==> config.mk <==
export PLATFORM = sky130hd
export DESIGN_NAME = hpq_cmp
export DESIGN_NICKNAME = d
export VERILOG_FILES = /design/src/sv/hpq_pkg.sv /design/src/sv/hpq_cmp.sv
export SDC_FILE = /design/constraint.sdc
export NUM_CORES = 1
export LEC_CHECK = 0
export BUFFER_PORTS_ARGS = -buffer_cell sky130_fd_sc_hd__buf_2
export CAP_MARGIN = 25
export CORE_ASPECT_RATIO = 1.2
export CORE_MARGIN = 3
export CORE_UTILIZATION = 30
export DETAILED_ROUTE_END_ITERATION = 12
export MAX_ROUTING_LAYER = met4
export PLACE_DENSITY = 0.67
export SLEW_MARGIN = 20
export SYNTH_ARGS = -nofsm -noshare
export SYNTH_HDL_FRONTEND = slang
export SYNTH_SLANG_ARGS = --single-unit
==> constraint.sdc <==
create_clock -name vclk -period 1.4
set_input_delay 0.07 -clock vclk [all_inputs]
set_output_delay 0.07 -clock vclk [all_outputs]
set_load 0.1 [all_outputs]
==> src/sv/hpq_pkg.sv <==
`timescale 1ns / 1ps

package hpq_pkg;

    localparam int CAPACITY    = 1024;
    localparam int VALUE_WIDTH = 32;
    localparam int ADDR_W      = $clog2(CAPACITY);
    localparam int CNT_W       = $clog2(CAPACITY + 1);
    localparam int IDX_W       = ADDR_W + 2;
    localparam int TOTAL_W     = 11;
    localparam int STATUS_W    = 2;

    localparam logic OP_PUSH = 1'b0;
    localparam logic OP_POP  = 1'b1;

    localparam logic [STATUS_W-1:0] ST_OK    = 2'd0;
    localparam logic [STATUS_W-1:0] ST_FULL  = 2'd1;
    localparam logic [STATUS_W-1:0] ST_EMPTY = 2'd2;

    typedef struct packed {
        logic                   we;
        logic [ADDR_W-1:0]      waddr;
        logic [VALUE_WIDTH-1:0] wdata;
        logic [ADDR_W-1:0]      raddr_a;
        logic [ADDR_W-1:0]      raddr_b;
    } ram_req_t;

    typedef struct packed {
        logic [STATUS_W-1:0]    status;
        logic                   is_empty;
        logic [TOTAL_W-1:0]     element_total;
        logic [VALUE_WIDTH-1:0] top_value;
        logic [VALUE_WIDTH-1:0] popped_value;
    } res_t;

endpackage

==> src/sv/hpq_cmp.sv <==
`timescale 1ns / 1ps

module hpq_cmp (
    input  logic [hpq_pkg::VALUE_WIDTH-1:0] a,
    input  logic [hpq_pkg::VALUE_WIDTH-1:0] b,
    output logic                            less
);

    // signed strict less-than
    assign less = $signed(a) < $signed(b);

endmodule

Yosys cells after proc, flatten, opt, wreduce, memory -nomap -nowiden
Cells that the tools add are included.

storage, ports and cells
  input port bits = 64
  word-level logic and storage cells = 1
  output and inout bits = 1
  flip-flop bits (word level) = 0

operators by class
  magnitude comparators = 1

operators with widths
  operator                     number
  32-bit less-than comparator  1

Longest topological paths before layout
Gate-level depths: netlist of run 1.

  depth after elaboration = 1
  gate-level depth with buffers = 8
  gate-level depth less buffers = 8

Worst setup path after synthesis of run 1
Ideal clock, no wire load.

  path type = input to output
  from = in b[22] (netlist name)
  to = out less
  arrival = 2.757 ns
  path slack = -1.427 ns
  data required time = 1.330 ns
  buffers on the path = 0
  stages = 8
  path through = inv_1 -> ha_1 -> a21oi_1 -> a21boi_1 -> o21bai_1 -> a31oi_1 -> or4b_1 -> mux2i_1

between the ends
  cells in the longest elaborated chain, start to end = 1

ends and longest elaborated chain
  item                         line           source
  from (decl)                  hpq_cmp.sv:5   input logic [hpq_pkg::VALUE_WIDTH-1:0] b,
  32-bit less-than comparator  hpq_cmp.sv:10  assign less = $signed(a) < $signed(b);
  to (decl)                    hpq_cmp.sv:6   output logic less

No other way between the ends.

Worst setup path after layout of run 1
Same ends and word-level chain as after synthesis.

==> flow_metrics.py, run 1 <==
metrics = {
    "worst_setup_path": {
        "worst-path-max-fanout": 3,
        "crit_arrival_ps": 1720,
        "crit_chain": "buf_6 -> inv_4 -> ha_4 -> a21oi_2 -> a21boi_2 -> o21bai_1 -> a31oi_1 -> or4b_4 -> mux2i_4 -> buf_12",
        "crit_path_end_kind": "output port",
        "crit_type": "input pin to output port",
        "critPathMaxStageDelay_ps": 500,
        "worst_path_max_delay_cell": "or4b_4",
        "required_ps": 1330,
        "start_kind": "input pin",
    },
    "drt": {
        "wl_um": 2020,
        "dr.pass1.iters": 2,
        "drt_iter0_drc": 5,
        "via_count": 961,
        "wl_per_cell_um": 9.66,
        "avgViaCountPerCell": 4.60,
        "drtAntennaViolNets": 0,
        "drc": 0,
    },
    "sta": {
        "setup_ws_ps": -385,
        "fin_crit_ps": 1790,
        "finalHoldViolCount": 0,
        "max_slew_margin": 0.839,
        "tightestPinTransition_ps": 242,
        "max_freq_ghz": 0.560,
        "fin_crit_sh": 1.28,
        "setup_violations": 1,
        "grt_setup_unrepaired": "yes",
        "slew_viol_final": 0,
    },
    "grt": {
        "antenna_found_initial": 0,
        "overflow": 0,
        "grt_pass1_wl_um": 3420,
        "grt_pass1_vias": 985,
        "grt.total_usage": 0.125,
        "grt_max_degree": 5,
    },
    "placed_design": {
        "place_ws_ps": -437,
        "routabilityCongestion": 0.776,
        "hpwl_um": 1960,
        "portBuffers": 65,
        "place_area_sq_mm": 0.00133,
    },
    "pwr": {
        "p_leak_nw": 0.793,
        "power.density_mw_per_mm2": 298,
        "ir_drop_uv": 206,
    },
    "job": {
        "cap_violations": 0,
    },
    "floorplan": {
        "die_width_um": 52.8,
        "die_y_um": 62.2,
        "initial_core_util": 0.329,
        "die-area_sq_mm": 0.00329,
        "rows": 19,
        "fp.coreArea_sq_mm": 0.00240,
        "pin_count": 65,
    },
    "finish": {
        "post-route-util": 0.560,
        "finalNetCount": 275,
        "ff_latch_area_sq_um": 0,
        "syn2layout_area_growth_pct": 70.4,
        "nClkBuffers": 0,
        "num_antenna_cells": 0,
        "design_area_sq_mm": 0.00135,
        "drive_above_1_share": 0.528,
        "numSequentialCells": 0,
    },
    "synthesis": {
        "syn_avg_cell_area_sq_um": 7.31,
        "syn-num-nets": 203,
        "synth_common_cells": "ha_1 (31), inv_1 (31), a21oi_1 (8)",
        "synth_area_sq_um": 790,
        "seq_area_frac_synth": 0,
        "yosys-top-cells-area": "ha_1 (49%), inv_1 (15%), a21oi_1 (5.1%)",
        "ys_types": 23,
        "syn_inst": 108,
        "synth_warnings": 0,
        "synth_top_area_cell": "ha_1",
        "synth_top_area_share": 0.491,
    },
    "run_status": {
        "violations": "setup timing",
        "status": "finished with violations",
    },
    "min_path": {
        "holdCritPathClass": "input pin to output port",
        "min_path_cells": 5,
    },
    "cts": {
        "postCtsSetupBuffers": 0,
        "hold_buffers": 0,
    },
}
==> final timing paths <==
path | to | start
setup / recovery | less | b[22]
hold / removal | less | a[30]
==> power by group <==
part | internal, mW | switching (mW)
registers | 0 | 0
logic | 0.215 | 0.185
clock network | 0 | 0
total | 0.215 | 0.185
==> worst max-delay path: cells and delay by family <==
kind	cells	cell delay [ps]
AND/OR/NAND/NOR	1	500
AO/OA/AOI/OAI	4	420
adder cells (fa/ha/maj)	1	200
multiplexers	1	180
buffers and inverters	3	330
==> what timing repair did <==
item / CTS / global route
endpoints found under the setup margin: 1 / 1
pin swaps: 9 / 0
endpoints found under the hold margin: 0 / 0
gates resized for setup: 4 / 2
==> through the flow <==
step | TNS, ps | total power [mW] | std cells | hold WS (ps)
after CTS | -400 | 0.407 | 209 | 696
after global placement | -417 | 0.383 | 209 | 693
after floorplan | -513 | 0.231 | 108 | 547
final | -385 | 0.400 | 209 | 694
after global routing | -476 | 0.454 | 209 | 715
after detailed placement | -437 | 0.400 | 209 | 694
==> cell families after synthesis <==
logic type | synth area share
AO/OA/AOI/OAI | 0.197
adder cells (fa/ha/maj) | 0.491
multiplexers | 0.0127
buffers and inverters | 0.147
AND/OR/NAND/NOR | 0.152
==> cell type report <==
cell class         count  area, sq um
fillers              241         1060
multi-input cells     77          798
repair buffers        70          384
inverters             31          124
well taps             31         38.8
==> cell usage in the layout (no fill, tap or decap), types with 2 or more instances in the layout <==
cell,synthesis,layout
nand3_1,6,6
ha_4,0,7
inv_2,0,4
buf_4,0,5
a21o_1,3,3
ha_1,31,24
nand2_1,3,3
a31oi_1,2,2
a21oi_1,8,7
buf_2,0,63
nor2_1,2,2
nand4_1,5,5
inv_4,0,3
inv_1,31,24
o21ai_1,1,2
==> metal layers <==
metal	track usage	wire [um]	up-vias
met5	-	0	-
met4	0	0	0
met3	0.00718	164	0
met2	0.272	1110	31
met1	0.116	744	413
li1	-	-	517
No activity file was read; power rests on OpenSTA's default activity.
==> run 2: changes to the inputs <==
- ABC_AREA: default -> 1
- PLACE_DENSITY: 0.67 -> 0.66
==> run 2 against run 1 <==
  * The flow now finishes without violations
  * Fmax increased by 28%
  * Die area up 5.5%
  * Design area is 13% higher
  * Critical endpoint unchanged
  * Final cell count grew 12%
  * Global-route usage is 0.78 points lower
  * Clock-buffer cell count stayed put
  * Routed wire length increased by 10%
  * Hold slack improved by 120 ps
  * Synthesized area up 6.2%
  * Combinational power increased by 20%
  * First-iteration DRC count rose by 40%
  * Synthesized cell count is 25% higher
==> flow_metrics.py, run 2 <==
metrics = {
    "run_status": {
        "status": "completed",
    },
    "grt": {
        "grt_pass1_wl_um": 3230,
        "grt_max_degree": 4,
        "grt.total_usage": 0.117,
        "grt_pass1_vias": 960,
        "antenna_found_initial": 0,
        "overflow": 0,
    },
    "finish": {
        "finalNetCount": 299,
        "final_cell_mix": "buf_2 (58), inv_1 (28), nand2_1 (23), ha_1 (17), ha_4 (14)",
        "nClkBuffers": 0,
        "design_area_sq_mm": 0.00152,
        "num_antenna_cells": 0,
        "ff_latch_area_sq_um": 0,
        "syn2layout_area_growth_pct": 80.7,
        "final_common_cell": "buf_2",
        "drive_above_1_share": 0.579,
        "fin_cells": 235,
        "numSequentialCells": 0,
        "nFillCells": 261,
        "post-route-util": 0.582,
    },
    "synthesis": {
        "syn-num-nets": 230,
        "synth_warnings": 0,
        "synth_top_area_share": 0.463,
        "synth_most_common_cell": "inv_1",
        "syn_avg_cell_area_sq_um": 6.21,
        "syn_inst": 135,
        "ys_types": 17,
        "synth_area_sq_um": 838,
        "synth_top_area_cell": "ha_1",
        "yosys-top-cells-area": "ha_1 (46%), inv_1 (17%), nand2_1 (13%)",
        "seq_area_frac_synth": 0,
        "synth_common_cells": "inv_1 (38), ha_1 (31), nand2_1 (29)",
    },
    "sta": {
        "grt_setup_unrepaired": "yes",
        "tightestPinTransition_ps": 164,
        "fin_crit_sh": 1.00,
        "finalHoldViolCount": 0,
        "max_freq_ghz": 0.714,
        "fin_crit_ps": 1400,
        "setup_violations": 0,
        "setup_tns_ps": 0,
        "setup_ws_ps": 0.0436,
        "fin_hold_ws_ps": 817,
        "max_slew_margin": 0.890,
        "slew_viol_final": 0,
    },
    "worst_setup_path": {
        "crit_type": "input pin to output port",
        "crit_arrival_ps": 1330,
        "worst-path-max-fanout": 2,
        "start_kind": "input pin",
        "crit_path_end_kind": "output port",
        "required_ps": 1330,
    },
    "min_path": {
        "holdCritPathClass": "input pin to output port",
        "min_path_cells": 7,
        "hold_path_end": "less",
        "min_from": "a[31]",
    },
    "placed_design": {
        "hpwl_um": 1810,
        "dp_cells": 235,
        "portBuffers": 65,
        "routabilityCongestion": 0.690,
        "place_area_sq_mm": 0.00124,
        "place_ws_ps": -76.9,
    },
    "drt": {
        "wl_per_cell_um": 9.47,
        "avgViaCountPerCell": 4.46,
        "drtAntennaViolNets": 0,
        "drt_iter0_drc": 7,
        "drc": 0,
        "dr.pass1.iters": 4,
        "wl_um": 2230,
        "via_count": 1048,
    },
    "floorplan": {
        "initial_core_util": 0.322,
        "die_y_um": 63.9,
        "rows": 20,
        "die-area_sq_mm": 0.00347,
        "pin_count": 65,
        "die_width_um": 54.3,
        "fp.coreArea_sq_mm": 0.00260,
    },
    "pwr": {
        "ir_drop_uv": 228,
        "finalPower_uw": 479,
        "power.density_mw_per_mm2": 316,
        "p_leak_nw": 0.874,
    },
    "job": {
        "cap_violations": 0,
    },
}
-- run 2: cell type report --
| cell class | instances | area [sq um] | share of cell area |
|---|---|---|---|
| inverter | 40 | 153 | 0.101 |
| tap | 33 | 41.3 | 0.0273 |
| timing repair buffer | 67 | 393 | 0.259 |
| multi-input combinational | 95 | 928 | 0.613 |
-- run 2: what timing repair did --
action,4_1_cts,5_1_grt
cloned,0,0
hold endpoints to repair,0,0
endpoints found under the setup margin,1,1
resized for setup,26,24
pin swaps,14,15
setup buffers,0,0
hold buffers,0,0
-- run 2: logic make-up (layout without fill, tap and decap cells) --
logic type,after synthesis,after routing,share of synthesized area
adders and majority gates,31,31,0.463
buffers and inverters,40,107,0.179
and+or+nand+nor,41,41,0.204
AOI/OAI and AO/OA,23,23,0.154
-- run 2: worst max path at each step --
| stage | startpoint | endpoint | slack [ps] |
|---|---|---|---|
| 3_3_place_gp | a[5] | less | -70 |
| 4_1_cts | b[15] | less | -20 |
| 3_5_place_dp | a[17] | less | -80 |
| 2_1_floorplan | b[17] | less | 100 |
| 5_1_grt | b[6] | less | -90 |
| 6_report | a[13] | less | 0.04 |
-- run 2: layer usage --
layer	up-vias	wire (um)	GRT usage
met4	0	0	0
met2	35	1330	0.262
li1	559	-	-
met1	454	706	0.102
met5	-	0	-
met3	0	192	0.00466
-- run 2: power breakdown --
part / internal, mW / switching (mW) / total, mW / leakage (nW)
combinational: 0.244 / 0.236 / 0.479 / 0.874
sequential: 0 / 0 / 0 / 0
clock: 0 / 0 / 0 / 0
total: 0.244 / 0.236 / 0.479 / 0.874
-- run 2: worst max-delay path, cell delays in order --
cell,delay [ps]
buf_2,100
ha_1,320
a21oi_1,150
o21ai_1,90
a21oi_2,100
nand2_1,70
nand2_2,80
nand3_2,100
nand2_4,90
buf_12,170
